`src/design/isc_pkg.sv`:
```
// ----------------------------------------------------------------------------
// IPv4 subnet calculator package
// Shared codes, constants, types and the bit count and low-ones helpers.
// ----------------------------------------------------------------------------
package isc_pkg;

  localparam logic [1:0] CMD_PREFIX   = 2'd0;
  localparam logic [1:0] CMD_NETMASK  = 2'd1;
  localparam logic [1:0] CMD_WILDCARD = 2'd2;
  localparam logic [1:0] CMD_CLASSFUL = 2'd3;

  localparam logic [2:0] ERR_NONE     = 3'd0;
  localparam logic [2:0] ERR_LENGTH   = 3'd1;
  localparam logic [2:0] ERR_NETMASK  = 3'd2;
  localparam logic [2:0] ERR_WILDCARD = 3'd3;
  localparam logic [2:0] ERR_CLASS    = 3'd4;
  localparam logic [2:0] ERR_RANGE    = 3'd5;

  localparam logic [31:0] ALL_ONES     = 32'hFFFF_FFFF;
  localparam logic [31:0] CLASS_A_MASK = 32'hFF00_0000;
  localparam logic [31:0] CLASS_B_MASK = 32'hFFFF_0000;
  localparam logic [31:0] CLASS_C_MASK = 32'hFFFF_FF00;
  localparam logic [7:0]  CLASS_A_MAX  = 8'd127;
  localparam logic [7:0]  CLASS_B_MAX  = 8'd191;
  localparam logic [7:0]  CLASS_C_MAX  = 8'd223;
  localparam logic [5:0]  HOST_PREFIX_MAX = 6'd30;

  // Mask decision handed from the mask unit to the address unit.
  typedef struct packed {
    logic [2:0]  err;
    logic [31:0] mask;
    logic [5:0]  prefix;
  } mask_info_t;

  typedef struct packed {
    logic [2:0]  error_code;
    logic [31:0] subnet_addr;
    logic [31:0] netmask_out;
    logic [31:0] wildcard_out;
    logic [31:0] bcast_addr;
    logic [31:0] host_min;
    logic [31:0] host_max;
    logic [5:0]  prefix_len;
    logic [32:0] total_addrs;
    logic        capacity_ok;
    logic        range_inside;
  } result_t;

  // Number of one bits in a word, summed as a five level adder tree.
  function automatic logic [5:0] ones_count(input logic [31:0] v);
    logic [1:0] s1 [16];
    logic [2:0] s2 [8];
    logic [3:0] s3 [4];
    logic [4:0] s4 [2];
    for (int i = 0; i < 16; i++) begin
      s1[i] = {1'b0, v[2*i]} + {1'b0, v[2*i+1]};
    end
    for (int i = 0; i < 8; i++) begin
      s2[i] = {1'b0, s1[2*i]} + {1'b0, s1[2*i+1]};
    end
    for (int i = 0; i < 4; i++) begin
      s3[i] = {1'b0, s2[2*i]} + {1'b0, s2[2*i+1]};
    end
    for (int i = 0; i < 2; i++) begin
      s4[i] = {1'b0, s3[2*i]} + {1'b0, s3[2*i+1]};
    end
    return {1'b0, s4[0]} + {1'b0, s4[1]};
  endfunction

  // True when the word is a run of ones starting at bit 0 (zero included).
  function automatic logic low_ones(input logic [31:0] v);
    return (v & (v + 32'd1)) == 32'd0;
  endfunction

endpackage

```
`src/design/isc_mask_unit.sv`:
```
// ----------------------------------------------------------------------------
// IPv4 subnet calculator mask unit
// Picks the subnet mask from its source, checks it and counts its length.
// ----------------------------------------------------------------------------
module isc_mask_unit (
  input  logic [1:0]          cmd,
  input  logic [31:0]         ip_addr,
  input  logic [5:0]          prefix_in,
  input  logic [31:0]         mask_word,
  input  logic [31:0]         range_lo,
  input  logic [31:0]         range_hi,
  output isc_pkg::mask_info_t info
);

  logic [7:0]  top_octet;
  logic [2:0]  err;
  logic [31:0] mask;

  assign top_octet = ip_addr[31:24];

  always_comb begin
    err  = isc_pkg::ERR_NONE;
    mask = '0;
    unique case (cmd)
      isc_pkg::CMD_PREFIX: begin
        // A shift by 32 or more clears the word, so a length of 32 gives all ones.
        if (prefix_in > 6'd32) begin
          err = isc_pkg::ERR_LENGTH;
        end else begin
          mask = ~(isc_pkg::ALL_ONES >> prefix_in);
        end
      end
      isc_pkg::CMD_NETMASK: begin
        mask = mask_word;
        if (!isc_pkg::low_ones(~mask_word)) begin
          err = isc_pkg::ERR_NETMASK;
        end
      end
      isc_pkg::CMD_WILDCARD: begin
        mask = ~mask_word;
        if (!isc_pkg::low_ones(mask_word)) begin
          err = isc_pkg::ERR_WILDCARD;
        end
      end
      isc_pkg::CMD_CLASSFUL: begin
        if (top_octet <= isc_pkg::CLASS_A_MAX) begin
          mask = isc_pkg::CLASS_A_MASK;
        end else if (top_octet <= isc_pkg::CLASS_B_MAX) begin
          mask = isc_pkg::CLASS_B_MASK;
        end else if (top_octet <= isc_pkg::CLASS_C_MAX) begin
          mask = isc_pkg::CLASS_C_MASK;
        end else begin
          err = isc_pkg::ERR_CLASS;
        end
      end
      default: begin
        err = isc_pkg::ERR_CLASS;
      end
    endcase
    // A reversed range outranks every mask error.
    if (range_hi < range_lo) begin
      err = isc_pkg::ERR_RANGE;
    end
  end

  assign info.err    = err;
  assign info.mask   = mask;
  assign info.prefix = isc_pkg::ones_count(mask);

endmodule

```
`src/design/isc_addr_unit.sv`:
```
// ----------------------------------------------------------------------------
// IPv4 subnet calculator address unit
// Derives network, broadcast, host bounds and the capacity and range flags.
// ----------------------------------------------------------------------------
module isc_addr_unit (
  input  isc_pkg::mask_info_t info,
  input  logic [31:0]         ip_addr,
  input  logic [32:0]         cap_needed,
  input  logic [31:0]         range_lo,
  input  logic [31:0]         range_hi,
  output isc_pkg::result_t    result
);

  logic [31:0] net;
  logic [31:0] wild;
  logic [31:0] bcast;
  logic [32:0] total;
  logic        hosts;

  assign net   = ip_addr & info.mask;
  assign wild  = ~info.mask;
  assign bcast = net | wild;
  assign total = {1'b0, wild} + 33'd1;
  assign hosts = info.prefix <= isc_pkg::HOST_PREFIX_MAX;

  always_comb begin
    result = '0;
    result.error_code = info.err;
    if (info.err == isc_pkg::ERR_NONE) begin
      result.subnet_addr    = net;
      result.netmask_out    = info.mask;
      result.wildcard_out   = wild;
      result.bcast_addr     = bcast;
      result.host_min       = hosts ? net + 32'd1 : net;
      result.host_max       = hosts ? bcast - 32'd1 : bcast;
      result.prefix_len     = info.prefix;
      result.total_addrs    = total;
      result.capacity_ok    = (cap_needed == 33'd0) || (total >= cap_needed);
      result.range_inside   = ((range_lo == 32'd0) && (range_hi == 32'd0)) ||
                              ((range_lo >= net) && (range_hi <= bcast));
    end
  end

endmodule

```
`src/design/ipv4_subnet_calculator.sv`:
```
// ----------------------------------------------------------------------------
// IPv4 subnet calculator
// Single pass from address and mask source to subnet description.
// ----------------------------------------------------------------------------
// Usage: drive the input word on cmd, ip_addr, prefix_in, mask_word,
// cap_needed, range_lo and range_hi and raise start; the word is taken at
// the rising edge where start is high and busy is low. busy is high only
// while rst is high, so a new word may be given in every cycle.
// Each word is captured in the input register; the mask choice, mask check
// and address results are worked out in one pass of logic and land in the
// output register at the next edge. done is high for exactly one cycle,
// the cycle right after that edge, with the full result on the output
// ports. The receiver must take it then, as it cannot stall the block.
// Throughput is one word per cycle.
// Synchronous reset clears both valid bits, so words in flight are
// dropped and done stays low until new words arrive.
// ----------------------------------------------------------------------------
module ipv4_subnet_calculator (
  input  logic        clk,
  input  logic        rst,
  input  logic        start,
  output logic        busy,
  input  logic [1:0]  cmd,
  input  logic [31:0] ip_addr,
  input  logic [5:0]  prefix_in,
  input  logic [31:0] mask_word,
  input  logic [32:0] cap_needed,
  input  logic [31:0] range_lo,
  input  logic [31:0] range_hi,
  output logic        done,
  output logic [2:0]  error_code,
  output logic [31:0] subnet_addr,
  output logic [31:0] netmask_out,
  output logic [31:0] wildcard_out,
  output logic [31:0] bcast_addr,
  output logic [31:0] host_min,
  output logic [31:0] host_max,
  output logic [5:0]  prefix_len,
  output logic [32:0] total_addrs,
  output logic        capacity_ok,
  output logic        range_inside
);

  logic accept;

  // Input register.
  logic        in_valid;
  logic [1:0]  in_cmd;
  logic [31:0] in_ip;
  logic [5:0]  in_prefix;
  logic [31:0] in_mask_word;
  logic [32:0] in_cap;
  logic [31:0] in_lo;
  logic [31:0] in_hi;

  isc_pkg::mask_info_t info;

  // Result register.
  isc_pkg::result_t result_next;
  isc_pkg::result_t result;

  assign busy   = rst;
  assign accept = start && !busy;

  always_ff @(posedge clk) begin
    if (rst) begin
      in_valid <= 1'b0;
      done     <= 1'b0;
    end else begin
      in_valid <= accept;
      done     <= in_valid;
    end
  end

  always_ff @(posedge clk) begin
    if (accept) begin
      in_cmd       <= cmd;
      in_ip        <= ip_addr;
      in_prefix    <= prefix_in;
      in_mask_word <= mask_word;
      in_cap       <= cap_needed;
      in_lo        <= range_lo;
      in_hi        <= range_hi;
    end
    if (in_valid) begin
      result <= result_next;
    end
  end

  isc_mask_unit u_mask (
    .cmd       (in_cmd),
    .ip_addr   (in_ip),
    .prefix_in (in_prefix),
    .mask_word (in_mask_word),
    .range_lo  (in_lo),
    .range_hi  (in_hi),
    .info      (info)
  );

  isc_addr_unit u_addr (
    .info       (info),
    .ip_addr    (in_ip),
    .cap_needed (in_cap),
    .range_lo   (in_lo),
    .range_hi   (in_hi),
    .result     (result_next)
  );

  assign error_code   = result.error_code;
  assign subnet_addr  = result.subnet_addr;
  assign netmask_out  = result.netmask_out;
  assign wildcard_out = result.wildcard_out;
  assign bcast_addr   = result.bcast_addr;
  assign host_min     = result.host_min;
  assign host_max     = result.host_max;
  assign prefix_len   = result.prefix_len;
  assign total_addrs  = result.total_addrs;
  assign capacity_ok  = result.capacity_ok;
  assign range_inside = result.range_inside;

`ifndef SYNTHESIS
  a_latency: assert property (@(posedge clk) disable iff (rst)
    accept |-> ##2 done)
    else $error("accepted word did not produce a result two cycles later");

  a_error_clears: assert property (@(posedge clk) disable iff (rst)
    (done && error_code != isc_pkg::ERR_NONE) |->
      (subnet_addr == 32'd0 && netmask_out == 32'd0 && total_addrs == 33'd0 &&
       !capacity_ok && !range_inside))
    else $error("result fields not cleared on error");

  a_wildcard: assert property (@(posedge clk) disable iff (rst)
    (done && error_code == isc_pkg::ERR_NONE) |->
      (wildcard_out == ~netmask_out &&
       total_addrs == {1'b0, wildcard_out} + 33'd1))
    else $error("wildcard or address count inconsistent with netmask");

  a_prefix: assert property (@(posedge clk) disable iff (rst)
    (done && error_code == isc_pkg::ERR_NONE) |->
      (prefix_len <= 6'd32 &&
       bcast_addr == (subnet_addr | wildcard_out)))
    else $error("prefix length or broadcast out of line");
`endif

endmodule

```
`config.mk`:
```
export PLATFORM = sky130hd
export DESIGN_NAME = ipv4_subnet_calculator
export DESIGN_NICKNAME = d
export VERILOG_FILES = /design/src/design/isc_pkg.sv /design/src/design/isc_mask_unit.sv /design/src/design/isc_addr_unit.sv /design/src/design/ipv4_subnet_calculator.sv
export SDC_FILE = /design/constraint.sdc
export NUM_CORES = 1
export LEC_CHECK = 0
export ABC_AREA = 1
export BUFFER_PORTS_ARGS = -buffer_cell sky130_fd_sc_hd__buf_4
export CAP_MARGIN = 20
export CORE_ASPECT_RATIO = 1.5
export CORE_MARGIN = 2
export CORE_UTILIZATION = 37
export CTS_BUF_LIST = sky130_fd_sc_hd__clkbuf_4
export CTS_CLUSTER_DIAMETER = 30
export DETAILED_ROUTE_END_ITERATION = 8
export HOLD_SLACK_MARGIN = 0.02
export REMOVE_ABC_BUFFERS = 1
export SLEW_MARGIN = 20
export SYNTH_ARGS = -nofsm -noshare
export SYNTH_HDL_FRONTEND = slang
export SYNTH_HIERARCHICAL = 1
export SYNTH_SLANG_ARGS = --single-unit
```
`constraint.sdc`:
```
create_clock -name clk -period 28 [get_ports clk]
set_clock_uncertainty 0.1 [all_clocks]
set_input_delay 5.6 -clock clk [delete_from_list [all_inputs] [get_ports clk]]
set_output_delay 5.6 -clock clk [all_outputs]
set_load 0.01 [all_outputs]
```
==> load_flow_metrics.sql, run 1 <==
INSERT INTO impl_metrics (metric_group, metric, value, unit) VALUES
('synth', 'yosys_warnings', '6', ''),
('floorplan', 'rows', '112', ''),
('global_routing', 'groute.usage.overall', '0.259', ''),
('clocking', 'cts_tree', 'built', ''),
('outcome', 'run_status', 'complete, no violations', ''),
('clocking', 'clock_pin_slew_on_the_worst_setup_and_hold_paths', '70', 'ps'),
('global_routing', 'grt_start_max_net_pins', '106', ''),
('power', 'intPower', '1.35', 'mW'),
('placement', 'pre_cts_ws', '16430', 'ps'),
('clocking', 'cts_hold_repair.buffers', '0', ''),
('power', 'power.share.clock', '0.301', ''),
('floorplan', 'placeableCoreArea', '0.0622', 'sq mm'),
('synth', 'syn-mean-instance-area', '9.16', 'sq um'),
('timing', 'fin_crit', '11570', 'ps'),
('power', 'swShare', '0.365', ''),
('layout', 'finalCoreUtilization', '0.468', ''),
('floorplan', 'die_span_in_x', '209', 'um'),
('setup_path', 'critical_path_depth', '2', ''),
('setup_path', 'critical_path.most_common_cell', 'sky130_fd_sc_hd__buf_4', ''),
('setup_path', 'critical-path-max-stage-delay', '140', 'ps'),
('route', 'detail_route.wirelength', '85800', 'um'),
('power', 'power.ir.vdd_worst', '80.0', 'uV'),
('floorplan', 'starting_density', '0.375', ''),
('timing', 'layout_worst_path_cycle_share', '0.413', ''),
('setup_path', 'timing.critical_path.cells', 'buf_4, buf_4', ''),
('power', 'leakage', '12.5', 'nW'),
('layout', 'most_common_cell_after_layout_fill_and_taps_aside', 'sky130_fd_sc_hd__nor2_1', ''),
('setup_path', 'path_delay_family', 'buffers and inverters', ''),
('route', 'route.detailed.vias_per_inst', '5.11', ''),
('route', 'post_drt_wl_per_cell', '21.8', 'um'),
('placement', 'placement.io_buffers', '409', ''),
('synth', 'post_synth_instance_area', '0.0233', 'sq mm'),
('setup_path', 'setup.worst_path.end_class', 'output port', ''),
('clocking', 'htree_num_levels', '3', ''),
('layout', 'share_of_post_route_cells_with_drive_strength_above_1', '0.230', ''),
('clocking', 'numCtsBuffers', '110', ''),
('clocking', 'clock_latency', '960', 'ps'),
('power', 'power.density_cell_area', '73.2', 'mW/mm^2'),
('timing', 'grt_setup_unrepaired', 'no', ''),
('synth', 'synth_cell_type_count', '49', ''),
('timing', 'fmax', '86.4', 'MHz'),
('layout', 'net_count_of_the_finished_layout', '3373', ''),
('power', 'seq_power_share', '0.357', ''),
('setup_path', 'worst-endpoint-required', '22300', 'ps'),
('route', 'drc', '0', ''),
('synth', 'synth-main-ff-cell', 'sky130_fd_sc_hd__edfxtp_1', ''),
('global_routing', 'grt-ovfl-total', '0', ''),
('synth', 'ys_async_sr_fraction', '0', ''),
('floorplan', 'die-area', '0.0651', 'sq mm'),
('placement', 'place.detailed.hpwl', '66700', 'um'),
('worst_hold_path', 'whs_path_depth', '2', ''),
('layout', 'final_cell_mix', 'sky130_fd_sc_hd__nor2_1, sky130_fd_sc_hd__nand2_1, sky130_fd_sc_hd__buf_4', ''),
('global_routing', 'grt_pass1_vias', '20411', ''),
('global_routing', 'antenna_found_initial', '8', ''),
('worst_hold_path', 'holdCritPathClass', 'reg2reg', ''),
('synth', 'register_bit_count_reported_by_yosys', '407', ''),
('clocking', 'root_buffer', 'sky130_fd_sc_hd__clkbuf_4', ''),
('clocking', 'post_cts_buffers', '0', ''),
('setup_path', 'path_max_fanout', '4', ''),
('setup_path', 'critical_path.startpoint_type', 'primary input', ''),
('timing', 'fin_tns_setup', '0', 'ps'),
('route', 'first_drt_pass_iteration_count', '6', ''),
('power', 'netSwitchingPower', '777', 'uW'),
('layout', 'syn_to_final_growth', '24.9', '%'),
('layout', 'final.fill_count', '6108', ''),
('timing', 'max_slew.worst_pin.slew', '1080', 'ps'),
('synth', 'yosysSeqAreaShare', '0.523', ''),
('clocking', 'cts_sinks', '407', ''),
('timing', 'slew-limit-headroom', '0.271', ''),
('timing', 'finalSetupViolCount', '0', ''),
('layout', 'finish.instance_area', '0.0291', 'sq mm');
==> final timing paths <==
path,startpoint,end,slack (ps)
min reg2reg,in_ip[0]$_DFFE_PP_,bcast_addr[0]$_DFFE_PP_,600
max,rst,busy,16430
max reg2reg,in_cmd[0]$_DFFE_PP_,host_max[23]$_DFFE_PP_,18900
min,in_ip[0]$_DFFE_PP_,bcast_addr[0]$_DFFE_PP_,600
==> layer usage <==
| layer | GRT usage | vias up | wire, um |
|---|---|---|---|
| met4 | 0.127 | 8 | 3960 |
| met5 | 0 | - | 59 |
| met2 | 0.497 | 811 | 46700 |
| li1 | - | 9522 | - |
| met3 | 0.0472 | 191 | 5060 |
| met1 | 0.266 | 9603 | 29900 |
==> registers in the layout, indices dropped and copies added (netlist names), 2 cells and up <==
name,cells
total_addrs,33
in_cap,33
subnet_addr,32
bcast_addr,32
wildcard_out,32
in_mask_word,32
host_max,32
in_cmd,2
in_prefix,6
in_lo,32
error_code,3
prefix_len,6
in_ip,32
netmask_out,32
in_hi,32
host_min,32
==> synth_stat cells, types with 4 or more instances <==
cell type,count,area share
sky130_fd_sc_hd__inv_2,20,0.0032
sky130_fd_sc_hd__nand2_1,474,0.076
sky130_fd_sc_hd__o21a_1,6,0.0019
sky130_fd_sc_hd__xor2_1,38,0.014
sky130_fd_sc_hd__fa_1,24,0.021
sky130_fd_sc_hd__nand4_1,42,0.011
sky130_fd_sc_hd__nor2_1,485,0.078
sky130_fd_sc_hd__a31oi_1,6,0.0016
sky130_fd_sc_hd__clkbuf_1,31,0.0050
sky130_fd_sc_hd__nor4_1,31,0.0083
sky130_fd_sc_hd__o211ai_1,9,0.0029
sky130_fd_sc_hd__nand3_1,84,0.018
sky130_fd_sc_hd__a21oi_1,116,0.025
sky130_fd_sc_hd__clkbuf_2,4,0.00086
sky130_fd_sc_hd__nand2_4,7,0.0034
sky130_fd_sc_hd__inv_1,363,0.058
sky130_fd_sc_hd__nor2_4,14,0.0068
sky130_fd_sc_hd__o21ai_1,11,0.0024
sky130_fd_sc_hd__nor3_1,33,0.0071
sky130_fd_sc_hd__nor3_2,4,0.0017
sky130_fd_sc_hd__nand3_2,4,0.0017
sky130_fd_sc_hd__a211oi_1,6,0.0019
sky130_fd_sc_hd__edfxtp_1,405,0.52
sky130_fd_sc_hd__and2_1,8,0.0021
sky130_fd_sc_hd__buf_4,5,0.0016
sky130_fd_sc_hd__ha_1,138,0.074
sky130_fd_sc_hd__o21ai_0,77,0.017
sky130_fd_sc_hd__nor2_2,21,0.0056
sky130_fd_sc_hd__nand3b_1,8,0.0026
sky130_fd_sc_hd__buf_2,12,0.0026
sky130_fd_sc_hd__nand2_2,21,0.0056
==> area by class of cell <==
cell class / instances / area, sq um / share of cell area
Timing Repair Buffer: 434 / 3260 / 0.112
Multi-Input combinational cell: 1702 / 9460 / 0.325
Antenna cell: 8 / 20.0 / 0.000688
Clock inverter: 72 / 687 / 0.0236
Clock buffer: 137 / 1030 / 0.0353
Inverter: 384 / 1450 / 0.0497
Sequential cell: 407 / 12200 / 0.419
Tap cell: 798 / 998 / 0.0343
==> power groups by stage <==
| stage | sequential (mW) | combinational (mW) | clock [mW] |
|---|---|---|---|
| after floorplan | 0.780 | 0.472 | 0 |
| after global placement | 0.774 | 0.723 | 0 |
| after detailed placement | 0.774 | 0.730 | 0 |
| after CTS | 0.761 | 0.735 | 0.662 |
| after global routing | 0.765 | 0.826 | 0.693 |
| final | 0.761 | 0.728 | 0.642 |
==> through the flow <==
stage / hold slack, ps / instances
after floorplan: 505 / 2493
after global placement: 582 / 3725
after detailed placement: 591 / 3725
after CTS: 609 / 3934
after global routing: 634 / 3942
final: 602 / 3942
==> cell families (layout without fill, tap and decap cells) <==
group	Yosys count	in the layout	synth area share
flops	407	407	0.523
other cells	0	8	0
buf+inv	436	1027	0.0719
simple gates	1249	1249	0.235
fa+ha+maj	162	162	0.0947
compound gates	250	250	0.0591
xor+xnor	41	41	0.0154
(Power assumes the default switching activity.)
==> run 2: changes to the inputs <==
clock period = 10 ns   (was 28 ns; I/O delays follow)
==> load_flow_metrics.sql, run 2 (synthesis results as in run 1) <==
INSERT INTO impl_metrics (metric_group, metric, value, unit) VALUES
('timing', 'fin_tns_setup', '0', 'ps'),
('timing', 'fin_crit', '8490', 'ps'),
('worst_hold_path', 'holdCritPathClass', 'reg2reg', ''),
('clocking', 'root_buffer', 'sky130_fd_sc_hd__clkbuf_4', ''),
('power', 'leakage', '12.4', 'nW'),
('route', 'post_drt_wl_per_cell', '22.6', 'um'),
('clocking', 'deepest_clock_path_buffer_count', '3', ''),
('route', 'number_of_antenna_violating_nets_in_the_routed_design', '0', ''),
('global_routing', 'grt_pass1_vias', '20922', ''),
('clocking', 'cts_sinks', '407', ''),
('setup_path', 'worst-endpoint-required', '10500', 'ps'),
('timing', 'final_max_slew_viol_count', '0', ''),
('timing', 'grt_setup_unrepaired', 'no', ''),
('global_routing', 'global_route.usage.met3', '0.0472', ''),
('setup_path', 'r2r-start', 'in_prefix[3]$_DFFE_PP_', ''),
('route', 'detail_route.wirelength', '88600', 'um'),
('placement', 'placement.io_buffers', '409', ''),
('worst_hold_path', 'whs_path_depth', '2', ''),
('layout', 'share_of_post_route_cells_with_drive_strength_above_1', '0.225', ''),
('timing', 'layout_worst_path_cycle_share', '0.849', ''),
('placement', 'place.detailed.hpwl', '69100', 'um'),
('setup_path', 'setup.worst_path.end_class', 'register', ''),
('floorplan', 'starting_density', '0.375', ''),
('timing', 'fmax', '118', 'MHz'),
('worst_hold_path', 'min_from', 'in_valid$_SDFF_PP0_', ''),
('floorplan', 'die_y', '311', 'um'),
('global_routing', 'antenna_found_initial', '3', ''),
('layout', 'net_count_of_the_finished_layout', '3367', ''),
('clocking', 'clock_pin_slew_on_the_worst_setup_and_hold_paths', '70', 'ps'),
('route', 'first_drt_pass_iteration_count', '6', ''),
('floorplan', 'die_span_in_x', '209', 'um'),
('timing', 'finalSetupViolCount', '0', ''),
('setup_path', 'path_max_fanout', '24', ''),
('clocking', 'htree_num_levels', '3', ''),
('setup_path', 'critical-path-max-stage-delay', '560', 'ps'),
('floorplan', 'top_level_ports', '410', ''),
('setup_path', 'worst-r2r-setup-slack', '1510', 'ps'),
('global_routing', 'grt_first_pass_wirelength', '128000', 'um'),
('setup_path', 'slowest_stage', 'sky130_fd_sc_hd__fa_1', ''),
('layout', 'finish.instance_area', '0.0289', 'sq mm'),
('floorplan', 'die-area', '0.0651', 'sq mm'),
('clocking', 'cts_hold_repair.buffers', '0', ''),
('power', 'power.density_cell_area', '206', 'mW/mm^2'),
('global_routing', 'grt_start_max_net_pins', '155', ''),
('route', 'dr.first_iter.drc_count', '1354', ''),
('route', 'num_vias', '20106', ''),
('setup_path', 'worst_reg2reg_endpoint', 'host_max[23]$_DFFE_PP_', ''),
('layout', 'most_common_cell_after_layout_fill_and_taps_aside', 'sky130_fd_sc_hd__nor2_1', ''),
('layout', 'syn_to_final_growth', '24.0', '%'),
('route', 'drc', '0', ''),
('placement', 'globalplace.congestion', '0.943', ''),
('setup_path', 'worst-setup-path-type', 'reg2reg', ''),
('clocking', 'cts_repair_resize_count', '0', ''),
('clocking', 'cts_tree', 'built', ''),
('timing', 'max_slew.worst_pin.slew', '1070', 'ps'),
('timing', 'slew-limit-headroom', '0.284', ''),
('clocking', 'numCtsBuffers', '108', ''),
('clocking', 'clock_latency', '910', 'ps'),
('clocking', 'post_cts_buffers', '0', ''),
('setup_path', 'ff2ff_path_depth', '34', ''),
('global_routing', 'grt_most_used_layer', 'met2', ''),
('placement', 'dpl_cell_area', '0.0273', 'sq mm'),
('setup_path', 'arrival_time_at_the_worst_endpoint', '8990', 'ps'),
('global_routing', 'use_met2', '0.498', ''),
('power', 'power.ir.vdd_worst', '285', 'uV'),
('floorplan', 'rows', '112', ''),
('flow_run', 'max_cap_viol_count', '0', ''),
('floorplan', 'placeableCoreArea', '0.0622', 'sq mm'),
('layout', 'final_cell_mix', 'sky130_fd_sc_hd__nor2_1, sky130_fd_sc_hd__nand2_1, sky130_fd_sc_hd__buf_4', ''),
('timing', 'hold_viol', '0', ''),
('route', 'route.detailed.vias_per_inst', '5.13', ''),
('outcome', 'run_status', 'complete, no violations', ''),
('setup_path', 'worstSetupEndpoint', 'host_max[23]$_DFFE_PP_', ''),
('global_routing', 'grt-ovfl-total', '0', ''),
('global_routing', 'gr-usage-met1', '0.282', ''),
('setup_path', 'startpoint', 'in_prefix[3]$_DFFE_PP_', ''),
('setup_path', 'critical_path.startpoint_type', 'register', ''),
('global_routing', 'groute.usage.overall', '0.269', ''),
('setup_path', 'critical_path.most_common_cell', 'sky130_fd_sc_hd__fa_1', '');
run 2: cell type report:
class | count | area (sq um)
tap | 798 | 998
inverter | 384 | 1450
timing repair buffer | 430 | 3240
sequential | 407 | 12200
clock buffer | 139 | 1040
antenna | 3 | 7.51
multi-input combinational | 1702 | 9450
fill | 6087 | 33300
clock inverter | 55 | 517
run 2: power breakdown:
part	switching, mW	total [mW]	internal (mW)
registers	0.107	2.14	2.03
clock network	0.744	1.68	0.941
logic	1.38	2.14	0.757
run 2: how the worst min path moves through the flow:
stage	end	slack, ps
6_report	done$_SDFF_PP0_	620
5_1_grt	subnet_addr[3]$_DFFE_PP_	660
4_1_cts	subnet_addr[3]$_DFFE_PP_	630
3_5_place_dp	subnet_addr[3]$_DFFE_PP_	620
3_3_place_gp	subnet_addr[2]$_DFFE_PP_	610
2_1_floorplan	bcast_addr[0]$_DFFE_PP_	500
run 2: per-layer routing:
metal / up-vias / part of all wire
met5: - / 0
met4: 0 / 0.059
met3: 233 / 0.057
met2: 894 / 0.53
met1: 9488 / 0.36
li1: 9491 / -
run 2: critical path: cells and delay by family (launching register included):
| kind | cells | cell delay, ps |
|---|---|---|
| buffers and inverters | 8 | 960 |
| AND/OR/NAND/NOR | 13 | 1960 |
| AO/OA/AOI/OAI | 3 | 840 |
| XOR/XNOR | 2 | 320 |
| adder cells (fa/ha/maj) | 8 | 3540 |
| flip-flops | 1 | 520 |
run 2: metrics by stage:
stage	utilization	total power, mW	instances	hold WS (ps)	worst slack [ps]
after floorplan	-	3.50	2493	505	53.2
after global placement	0.439	4.23	3721	606	1700
after detailed placement	0.439	4.30	3721	619	1520
after CTS	0.465	6.02	3915	634	1560
after global routing	0.465	6.34	3918	661	1110
final	0.465	5.96	3918	623	1510
